<file path="config.mk">
export PLATFORM = sky130hd
export DESIGN_NAME = bilinear_corner_interpolator
export DESIGN_NICKNAME = d
export VERILOG_FILES = /design/src/sv/bci_pkg.sv /design/src/sv/bci_ctrl.sv /design/src/sv/bci_dp.sv /design/src/sv/bilinear_corner_interpolator.sv
export SDC_FILE = /design/constraint.sdc
export NUM_CORES = 2
export LEC_CHECK = 0
export ABC_AREA = 1
export ABC_CLOCK_PERIOD_IN_PS = 11000
export BUFFER_PORTS_ARGS = -buffer_cell sky130_fd_sc_hd__buf_4
export CAP_MARGIN = 20
export CORE_UTILIZATION = 41
export DETAILED_ROUTE_END_ITERATION = 8
export PLACE_DENSITY = 0.63
export RECOVER_POWER = 50
export SYNTH_ARGS = -nofsm -noshare
export SYNTH_HDL_FRONTEND = slang
export SYNTH_SLANG_ARGS = --single-unit
</file>
<file path="constraint.sdc">
create_clock -name clk_i -period 11 [get_ports clk_i]
set_input_delay 0 -clock clk_i [delete_from_list [all_inputs] [get_ports clk_i]]
set_output_delay 0 -clock clk_i [all_outputs]
set_load 0.02 [all_outputs]
</file>
<file path="src/sv/bci_pkg.sv">
package bci_pkg;

  // Field widths
  localparam int unsigned CoordW  = 16;
  localparam int unsigned ValW    = 16;
  localparam int unsigned CountW  = 3;
  localparam int unsigned Corners = 4;

  // Accumulator widths: a corner pair sum fits 32 bits, the full numerator 48 bits
  localparam int unsigned PairW = 32;
  localparam int unsigned NumW  = 48;
  localparam int unsigned DenW  = 32;

  // Operation codes carried in tuser
  localparam logic [1:0] FUNC_QRY_STORED = 2'd0;
  localparam logic [1:0] FUNC_QRY_GIVEN  = 2'd1;
  localparam logic [1:0] FUNC_LOAD       = 2'd2;
  localparam logic [1:0] FUNC_STEP       = 2'd3;

  // Configuration register indexes
  localparam logic [1:0] REG_LEFT_X   = 2'd0;
  localparam logic [1:0] REG_RIGHT_X  = 2'd1;
  localparam logic [1:0] REG_BOTTOM_Y = 2'd2;
  localparam logic [1:0] REG_TOP_Y    = 2'd3;

  localparam logic [CoordW-1:0] LEFT_X_RST   = 16'd0;
  localparam logic [CoordW-1:0] RIGHT_X_RST  = 16'd255;
  localparam logic [CoordW-1:0] BOTTOM_Y_RST = 16'd0;
  localparam logic [CoordW-1:0] TOP_Y_RST    = 16'd255;

  // Multiply sequence: one product per step into the named accumulator
  localparam logic [2:0] MS_LO_FIRST  = 3'd0;  // lo  = bx * ll
  localparam logic [2:0] MS_LO_ACC    = 3'd1;  // lo += ax * rl
  localparam logic [2:0] MS_UP_FIRST  = 3'd2;  // up  = bx * lh
  localparam logic [2:0] MS_UP_ACC    = 3'd3;  // up += ax * rh
  localparam logic [2:0] MS_NUM_FIRST = 3'd4;  // num  = by * lo
  localparam logic [2:0] MS_NUM_ACC   = 3'd5;  // num += ay * up
  localparam logic [2:0] MS_DEN       = 3'd6;  // den  = dx * dy

  // Divider: the rounded quotient always fits the value width
  localparam int unsigned DivSteps = ValW;
  localparam int unsigned DivCntW  = $clog2(DivSteps);

  typedef struct packed {
    logic [CoordW-1:0] left_x;
    logic [CoordW-1:0] right_x;
    logic [CoordW-1:0] bottom_y;
    logic [CoordW-1:0] top_y;
  } cfg_t;

  typedef struct packed {
    logic       capture;
    logic       update;
    logic       setup;
    logic       mul_en;
    logic [2:0] mul_sel;
    logic       div_init;
    logic       div_step;
    logic       out_load;
  } cmd_t;

  typedef struct packed {
    logic is_query;
    logic degenerate;
    logic out_busy;
  } sts_t;

endpackage

</file>
<file path="src/sv/bci_ctrl.sv">
module bci_ctrl (
  input  logic          clk_i,
  input  logic          rst_ni,
  input  logic          s_valid_i,
  output logic          s_ready_o,
  input  bci_pkg::sts_t sts_i,
  output bci_pkg::cmd_t cmd_o
);

  localparam logic [2:0] ST_IDLE   = 3'd0;
  localparam logic [2:0] ST_DECODE = 3'd1;
  localparam logic [2:0] ST_SETUP  = 3'd2;
  localparam logic [2:0] ST_MUL    = 3'd3;
  localparam logic [2:0] ST_DIVI   = 3'd4;
  localparam logic [2:0] ST_DIV    = 3'd5;
  localparam logic [2:0] ST_FIN    = 3'd6;

  logic [2:0]                  state_q, state_d;
  logic [2:0]                  mul_cnt_q, mul_cnt_d;
  logic [bci_pkg::DivCntW-1:0] div_cnt_q, div_cnt_d;

  // Queries on a non-degenerate rectangle: decode, setup, multiply, divide, result load; all else: decode, result load
  always_comb begin
    state_d   = state_q;
    mul_cnt_d = mul_cnt_q;
    div_cnt_d = div_cnt_q;
    cmd_o     = '0;
    s_ready_o = 1'b0;
    unique case (state_q)
      ST_IDLE: begin
        s_ready_o = 1'b1;
        if (s_valid_i) begin
          cmd_o.capture = 1'b1;
          state_d       = ST_DECODE;
        end
      end
      ST_DECODE: begin
        if (sts_i.is_query && !sts_i.degenerate) begin
          state_d = ST_SETUP;
        end else begin
          cmd_o.update = !sts_i.is_query;
          state_d      = ST_FIN;
        end
      end
      ST_SETUP: begin
        cmd_o.setup = 1'b1;
        mul_cnt_d   = bci_pkg::MS_LO_FIRST;
        state_d     = ST_MUL;
      end
      ST_MUL: begin
        cmd_o.mul_en  = 1'b1;
        cmd_o.mul_sel = mul_cnt_q;
        if (mul_cnt_q == bci_pkg::MS_DEN) begin
          state_d = ST_DIVI;
        end else begin
          mul_cnt_d = mul_cnt_q + 3'd1;
        end
      end
      ST_DIVI: begin
        cmd_o.div_init = 1'b1;
        div_cnt_d      = '0;
        state_d        = ST_DIV;
      end
      ST_DIV: begin
        cmd_o.div_step = 1'b1;
        if (div_cnt_q == bci_pkg::DivCntW'(bci_pkg::DivSteps - 1)) begin
          state_d = ST_FIN;
        end else begin
          div_cnt_d = div_cnt_q + 1'b1;
        end
      end
      ST_FIN: begin
        if (!sts_i.out_busy) begin
          cmd_o.out_load = 1'b1;
          state_d        = ST_IDLE;
        end
      end
      default: begin
        state_d = ST_IDLE;
      end
    endcase
  end

  always_ff @(posedge clk_i or negedge rst_ni) begin
    if (!rst_ni) begin
      state_q   <= ST_IDLE;
      mul_cnt_q <= '0;
      div_cnt_q <= '0;
    end else begin
      state_q   <= state_d;
      mul_cnt_q <= mul_cnt_d;
      div_cnt_q <= div_cnt_d;
    end
  end

  // A result load always returns the sequencer to idle
  a_load_to_idle: assert property (@(posedge clk_i) disable iff (!rst_ni)
    cmd_o.out_load |=> (state_q == ST_IDLE))
    else $error("sequencer not idle after result load");

  // Divide starts only after the last multiply step
  a_div_after_mul: assert property (@(posedge clk_i) disable iff (!rst_ni)
    (state_q == ST_DIVI) |-> $past(state_q == ST_MUL && mul_cnt_q == bci_pkg::MS_DEN))
    else $error("divider started before multiply sequence finished");

endmodule

</file>
<file path="src/sv/bci_dp.sv">
module bci_dp (
  input  logic                 clk_i,
  input  logic                 rst_ni,
  input  bci_pkg::cfg_t        cfg_i,
  input  logic [95:0]          s_tdata_i,
  input  logic [1:0]           s_tuser_i,
  input  bci_pkg::cmd_t        cmd_i,
  output bci_pkg::sts_t        sts_o,
  input  logic                 m_tready_i,
  output logic                 m_tvalid_o,
  output logic [23:0]          m_tdata_o
);

  localparam int unsigned CW = bci_pkg::CoordW;
  localparam int unsigned VW = bci_pkg::ValW;

  logic [1:0]                 func_q;
  logic [CW-1:0]              px_q, py_q;
  logic [VW-1:0]              c_q [bci_pkg::Corners];
  logic [VW-1:0]              corner_q [bci_pkg::Corners];
  logic [CW-1:0]              ax_q, bx_q, ay_q, by_q, dx_q, dy_q;
  logic [bci_pkg::PairW-1:0]  lo_q, up_q;
  logic [bci_pkg::NumW-1:0]   num_q;
  logic [bci_pkg::DenW-1:0]   den_q;
  logic [bci_pkg::DenW:0]     rem_q;
  logic [VW-1:0]              nlo_q, quo_q;
  logic [bci_pkg::CountW-1:0] moved_q;
  logic                       out_valid_q;
  logic [23:0]                out_data_q;

  logic                       is_query, degenerate;
  logic [CW-1:0]              xc, yc;
  logic [CW-1:0]              mul_a;
  logic [bci_pkg::PairW-1:0]  mul_b;
  logic [bci_pkg::NumW-1:0]   prod;
  logic [bci_pkg::NumW+1:0]   dividend;
  logic [bci_pkg::DenW:0]     dsor;
  logic [bci_pkg::DenW+1:0]   trial;
  logic                       q_bit;
  logic [bci_pkg::Corners-1:0] up_mv, dn_mv;
  logic [bci_pkg::CountW-1:0] moved_d;
  logic [VW-1:0]              val_d;

  assign is_query   = !func_q[1];
  assign degenerate = (cfg_i.right_x <= cfg_i.left_x) || (cfg_i.top_y <= cfg_i.bottom_y);

  assign sts_o.is_query   = is_query;
  assign sts_o.degenerate = degenerate;
  assign sts_o.out_busy   = out_valid_q && !m_tready_i;

  // Clamp the point into the rectangle
  always_comb begin
    if (px_q < cfg_i.left_x)       xc = cfg_i.left_x;
    else if (px_q > cfg_i.right_x) xc = cfg_i.right_x;
    else                           xc = px_q;
    if (py_q < cfg_i.bottom_y)     yc = cfg_i.bottom_y;
    else if (py_q > cfg_i.top_y)   yc = cfg_i.top_y;
    else                           yc = py_q;
  end

  // Select multiplier operands for the current step
  always_comb begin
    case (cmd_i.mul_sel)
      bci_pkg::MS_LO_FIRST:  begin mul_a = bx_q; mul_b = 32'(c_q[0]); end
      bci_pkg::MS_LO_ACC:    begin mul_a = ax_q; mul_b = 32'(c_q[2]); end
      bci_pkg::MS_UP_FIRST:  begin mul_a = bx_q; mul_b = 32'(c_q[1]); end
      bci_pkg::MS_UP_ACC:    begin mul_a = ax_q; mul_b = 32'(c_q[3]); end
      bci_pkg::MS_NUM_FIRST: begin mul_a = by_q; mul_b = lo_q; end
      bci_pkg::MS_NUM_ACC:   begin mul_a = ay_q; mul_b = up_q; end
      bci_pkg::MS_DEN:       begin mul_a = dx_q; mul_b = 32'(dy_q); end
      default:               begin mul_a = '0;   mul_b = '0; end
    endcase
  end

  assign prod = 48'(mul_a) * 48'(mul_b);

  // Rounded quotient: floor((2*num + den) / (2*den)), one bit per step
  assign dividend = {1'b0, num_q, 1'b0} + 50'(den_q);
  assign dsor     = {den_q, 1'b0};
  assign trial    = {rem_q, nlo_q[VW-1]};
  assign q_bit    = trial >= {1'b0, dsor};

  // Step each stored corner toward its target
  always_comb begin
    for (int i = 0; i < bci_pkg::Corners; i++) begin
      up_mv[i] = c_q[i] > corner_q[i];
      dn_mv[i] = c_q[i] < corner_q[i];
    end
    moved_d = 3'(up_mv[0] | dn_mv[0]) + 3'(up_mv[1] | dn_mv[1])
            + 3'(up_mv[2] | dn_mv[2]) + 3'(up_mv[3] | dn_mv[3]);
  end

  assign val_d = (is_query && !degenerate) ? quo_q : '0;

  // Capture item and run the arithmetic
  always_ff @(posedge clk_i) begin
    if (cmd_i.capture) begin
      func_q  <= s_tuser_i;
      px_q    <= s_tdata_i[15:0];
      py_q    <= s_tdata_i[31:16];
      for (int i = 0; i < bci_pkg::Corners; i++) begin
        c_q[i] <= (s_tuser_i == bci_pkg::FUNC_QRY_STORED) ?
                  corner_q[i] : s_tdata_i[32 + 16*i +: 16];
      end
    end
    if (cmd_i.setup) begin
      ax_q <= xc - cfg_i.left_x;
      bx_q <= cfg_i.right_x - xc;
      ay_q <= yc - cfg_i.bottom_y;
      by_q <= cfg_i.top_y - yc;
      dx_q <= cfg_i.right_x - cfg_i.left_x;
      dy_q <= cfg_i.top_y - cfg_i.bottom_y;
    end
    if (cmd_i.mul_en) begin
      case (cmd_i.mul_sel)
        bci_pkg::MS_LO_FIRST:  lo_q  <= prod[31:0];
        bci_pkg::MS_LO_ACC:    lo_q  <= lo_q + prod[31:0];
        bci_pkg::MS_UP_FIRST:  up_q  <= prod[31:0];
        bci_pkg::MS_UP_ACC:    up_q  <= up_q + prod[31:0];
        bci_pkg::MS_NUM_FIRST: num_q <= prod;
        bci_pkg::MS_NUM_ACC:   num_q <= num_q + prod;
        bci_pkg::MS_DEN:       den_q <= prod[31:0];
        default: ;
      endcase
    end
    if (cmd_i.div_init) begin
      rem_q <= dividend[48:16];
      nlo_q <= dividend[15:0];
      quo_q <= '0;
    end else if (cmd_i.div_step) begin
      rem_q <= q_bit ? 33'(trial - {1'b0, dsor}) : trial[32:0];
      nlo_q <= {nlo_q[VW-2:0], 1'b0};
      quo_q <= {quo_q[VW-2:0], q_bit};
    end
  end

  // Stored corners, step count and the result register
  always_ff @(posedge clk_i or negedge rst_ni) begin
    if (!rst_ni) begin
      for (int i = 0; i < bci_pkg::Corners; i++) corner_q[i] <= '0;
      moved_q     <= '0;
      out_valid_q <= 1'b0;
      out_data_q  <= '0;
    end else begin
      if (cmd_i.capture) begin
        moved_q <= '0;
      end else if (cmd_i.update) begin
        if (func_q == bci_pkg::FUNC_LOAD) begin
          for (int i = 0; i < bci_pkg::Corners; i++) corner_q[i] <= c_q[i];
        end else begin
          for (int i = 0; i < bci_pkg::Corners; i++) begin
            if (up_mv[i])      corner_q[i] <= corner_q[i] + 1'b1;
            else if (dn_mv[i]) corner_q[i] <= corner_q[i] - 1'b1;
          end
          moved_q <= moved_d;
        end
      end
      if (cmd_i.out_load) begin
        out_valid_q <= 1'b1;
        out_data_q  <= {4'b0, is_query && degenerate, moved_q, val_d};
      end else if (m_tready_i) begin
        out_valid_q <= 1'b0;
      end
    end
  end

  assign m_tvalid_o = out_valid_q;
  assign m_tdata_o  = out_data_q;

  // Never overwrite a result that has not been taken
  a_no_overwrite: assert property (@(posedge clk_i) disable iff (!rst_ni)
    cmd_i.out_load |-> (!out_valid_q || m_tready_i))
    else $error("result register overwritten");

  // A query on a degenerate rectangle reports the flag and a zero value
  a_degenerate: assert property (@(posedge clk_i) disable iff (!rst_ni)
    (cmd_i.out_load && is_query && degenerate) |=>
      (m_tvalid_o && m_tdata_o[19] && (m_tdata_o[15:0] == 16'd0)))
    else $error("degenerate query result wrong");

  // Partial remainder stays below the divisor
  a_rem_bound: assert property (@(posedge clk_i) disable iff (!rst_ni)
    cmd_i.div_step |-> (rem_q < dsor))
    else $error("divider remainder out of range");

endmodule

</file>
<file path="src/sv/bilinear_corner_interpolator.sv">
// Bilinear interpolation over a rectangle set by four config registers, with four
// stored 16-bit corner values. tuser carries the operation (0 query stored corners,
// 1 query the item's corners, 2 load corners, 3 step stored corners one unit toward
// the item's corners). One item is worked at a time and gives one result. A query
// goes from acceptance to the result register through decode, setup, seven
// steps of one shared 16x32 multiplier, a divider load, sixteen steps of a
// bit-serial divider for the rounded quotient and the result load. Load, step and
// queries on a degenerate rectangle go through decode and result load only. The
// result load waits while an earlier result still sits untaken in the output
// register. The next item is accepted from the cycle after the result load, even
// while the result still waits to be taken.
module bilinear_corner_interpolator (
  input  logic        clk_i,
  input  logic        rst_ni,
  input  logic        cfg_we_i,
  input  logic [1:0]  cfg_idx_i,
  input  logic [15:0] cfg_wdata_i,
  input  logic        s_axis_tvalid,
  output logic        s_axis_tready,
  // point_x, point_y, corner_ll, corner_lh, corner_rl, corner_rh
  input  logic [95:0] s_axis_tdata,
  // func
  input  logic [1:0]  s_axis_tuser,
  output logic        m_axis_tvalid,
  input  logic        m_axis_tready,
  // point_value, moved_count, bad_setup, zero fill
  output logic [23:0] m_axis_tdata
);

  bci_pkg::cfg_t cfg_q;
  bci_pkg::cmd_t cmd;
  bci_pkg::sts_t sts;

  // Write configuration registers
  always_ff @(posedge clk_i or negedge rst_ni) begin
    if (!rst_ni) begin
      cfg_q.left_x   <= bci_pkg::LEFT_X_RST;
      cfg_q.right_x  <= bci_pkg::RIGHT_X_RST;
      cfg_q.bottom_y <= bci_pkg::BOTTOM_Y_RST;
      cfg_q.top_y    <= bci_pkg::TOP_Y_RST;
    end else if (cfg_we_i) begin
      unique case (cfg_idx_i)
        bci_pkg::REG_LEFT_X:   cfg_q.left_x   <= cfg_wdata_i;
        bci_pkg::REG_RIGHT_X:  cfg_q.right_x  <= cfg_wdata_i;
        bci_pkg::REG_BOTTOM_Y: cfg_q.bottom_y <= cfg_wdata_i;
        bci_pkg::REG_TOP_Y:    cfg_q.top_y    <= cfg_wdata_i;
        default: ;
      endcase
    end
  end

  bci_ctrl u_ctrl (
    .clk_i     (clk_i),
    .rst_ni    (rst_ni),
    .s_valid_i (s_axis_tvalid),
    .s_ready_o (s_axis_tready),
    .sts_i     (sts),
    .cmd_o     (cmd)
  );

  bci_dp u_dp (
    .clk_i      (clk_i),
    .rst_ni     (rst_ni),
    .cfg_i      (cfg_q),
    .s_tdata_i  (s_axis_tdata),
    .s_tuser_i  (s_axis_tuser),
    .cmd_i      (cmd),
    .sts_o      (sts),
    .m_tready_i (m_axis_tready),
    .m_tvalid_o (m_axis_tvalid),
    .m_tdata_o  (m_axis_tdata)
  );

endmodule

</file>
==> flow_summary.toml <==
[cells_and_area]
num-nets-final = 9671
synthToLayoutAreaGrowth_pct = 10.7
drive_gt1_share_pct = 5.27

[drt]
firstDrtPassIters = 9
drt_wl_total_um = 223000
remaining_drc_errors = 0
viasPerCell = 5.52
ant_nets = 0
drtIter0Drc = 5535
wl_per_cell_um = 21.0
route.vias.total = 58600

[synthesis]
ys_types = 58
synth_area_leaders = "edfxtp_1 (19%), fa_1 (14%), nand2_1 (12%)"
synth_cells = 8299
synth.most_common_cell = "nand2_1"
synthTopCellsByCount = "nand2_1 (1994), inv_1 (1226), nor2_1 (779), a21oi_1 (638), ha_1 (572)"
yosys.area.top_type_share_pct = 18.6
ys_seq_area_share_pct = 25.6
synth_edf_count = 387
synth_seq_cells = 565
async_flop_share_pct = 28.7
netlist_area_um2 = 62500
ys_warn_count = 0
postSynthAreaPerCell_um2 = 7.54
yosysTopAreaCell = "edfxtp_1"
synthFlopType = "edfxtp_1"

[worst_setup_path]
crit_arrival_ns = 10.90
crit_type = "reg2reg"
cpPeakStageDelay_ns = 0.82
slowest_stage = "nor2_1"
required_ns = 11.43
crit_path_frequent_cell = "inv_1"
worst-path-buf-inv = 9
endpoint_kind = "flop"
critPathMaxFanout = 18
crit_family = "adder cells"
start_kind = "flop"

[placed_design]
gp_congestion = 1.02
pre_cts_ws_ns = 0.774
dp_hpwl_um = 180000
port_buffers = 142

[cts]
post_cts_resized = 0
root_buffer = "clkbuf_16"
cts_buffer_depth = 3
ctsHoldBuffers = 128
htree_levels = 3
clk_latency_ns = 0.68
clock_sinks = 565
numCtsBuffers = 68
cts_setup_buffers = 0
clk_pin_slew_ns = 0.07
cts_tree = "yes"

[status]
status = "finished with violations"
violations = "capacitance limit, slew limit"

[flow_run]
maxCapViolCount = 12

[floorplanning]
ios = 147
die-area_um2 = 154000
die_y_um = 393
start_util_pct = 41.5
fp.dieW_um = 393
core_area_um2 = 151000
rows = 142

[global_route]
grt_max_degree = 82
antenna_found_initial = 5
grt_overflow = 0
grt_pass1_wl_um = 341000
grt_usage_pct = 28.9
grt_pass1_vias = 57300

[sta]
period_share_pct = 95.2
slew_violations = 577
timing.final.ws_setup_ns = 0.531
finalSetupViolCount = 0
max_freq_mhz = 95.5
finalClockSkew_ns = 0.0293
setup-tns-final_ns = 0
slew_headroom_pct = -158
final.min_clock_period_ns = 10.47
hold_viol = 0
worst_slew_pin_slew_ns = 3.87
grt_setup_unrepaired = "false"

[hold_path]
min_path_type = "in2reg"
state kept, by name (all words and copies together) (netlist names), 2 cells and up:
signal and flops:
u_ctrl.state_q 3, u_dp.den_q 32, u_dp.moved_q 3, u_ctrl.mul_cnt_q 3, u_dp.ax_q 16, u_dp.quo_q 16
u_dp.rem_q 33, u_dp.corner_q 64, u_dp.ay_q 16, u_dp.up_q 32, u_dp.lo_q 32, u_dp.func_q 2
u_dp.dy_q 16, u_dp.py_q 16, u_dp.by_q 16, u_dp.bx_q 16, u_ctrl.div_cnt_q 4, u_dp.nlo_q 16
u_dp.num_q 48, u_dp.c_q 64, u_dp.dx_q 16, u_dp.px_q 16, cfg_q 64, u_dp.m_tdata_o 20
area by class of cell:
class	count	area, µm²
Clock buffer	83	1810
Clock inverter	41	370
Inverter	1278	4800
Fill cell	15300	81400
Antenna cell	2	5.00
Multi-Input combinational cell	6266	40800
Timing Repair Buffer	365	2920
Sequential cell	565	16000
Tap cell	2016	2520
stage by stage:
stage	hold slack (ns)	cells	utilization, %	area, µm²
finish	0.0544	10600	46.0	69200
global route	0.0405	10600	46.0	69200
global placement	0.0246	10400	43.7	65900
CTS	0.000164	10600	46.0	69400
floorplan	-0.296	8302	-	62600
detailed placement	0.0354	10400	43.7	65900
cell usage in the layout (no fill, tap or decap), types with 15 or more instances in the layout:
master            n
nand2_2          23
fa_1            434
or2_2            32
a22oi_1          22
clkinv_2         16
a21o_1           55
clkbuf_16        68
o22ai_1          24
clkbuf_4         32
a21boi_0         15
o21ai_0         544
dlygate4sd3_1   132
nand3_1         470
a21oi_1         637
dfxtp_1          16
nand2_1        1993
nand3b_1         62
o211ai_1         54
o21bai_1         42
nand4_1          86
buf_4           160
ha_1            572
xor2_1          112
edfxtp_1        387
clkbuf_1         51
a31oi_1          20
inv_2            43
xnor2_1          80
nor3_1           76
and2_1           19
dfrtp_1         146
nor2_1          778
inv_1          1228
o21a_1           18
final timing paths:
check	cells past startpoint	start	endpoint	slack [ns]
worst max-delay path	37	u_ctrl.mul_cnt_q[0]	u_dp.num_q[31]	0.53
worst min-delay path	2	s_axis_tdata[24]	u_dp.py_q[8]	0.05
worst max register to register	37	u_ctrl.mul_cnt_q[0]	u_dp.num_q[31]	0.53
worst min register to register	2	u_dp.m_tdata_o[2]	u_dp.m_tdata_o[2]	0.48
max in group asynchronous	4	rst_ni	u_dp.m_tdata_o[4]	6.18
min in group asynchronous	3	rst_ni	cfg_q[2]	1.05
logic make-up after synthesis:
group	count (synthesis)	share of synthesized area (%)
other	1	0.00600
AND/OR/NAND/NOR	3573	23.8
adder cells (fa/ha/maj)	1006	25.3
buffers and inverters	1471	9.21
flip-flops	565	25.6
AO/OA/AOI/OAI	1490	13.4
XOR/XNOR	193	2.70
per-layer routing:
layer  vias to the layer above  global-route usage [%]  wire length, µm  share of wire [%]
met5                         -                       0               26              0.012
met4                         4                    11.1             9640                4.3
met3                       471                    5.08            17800                8.0
met2                      2454                    47.0           102000                 46
met1                     28000                    38.0            93800                 42
li1                      27700                       -                -                  -
Power is not shown: default switching activity piles up to over one toggle a cycle in this logic, so the estimate is an artifact.
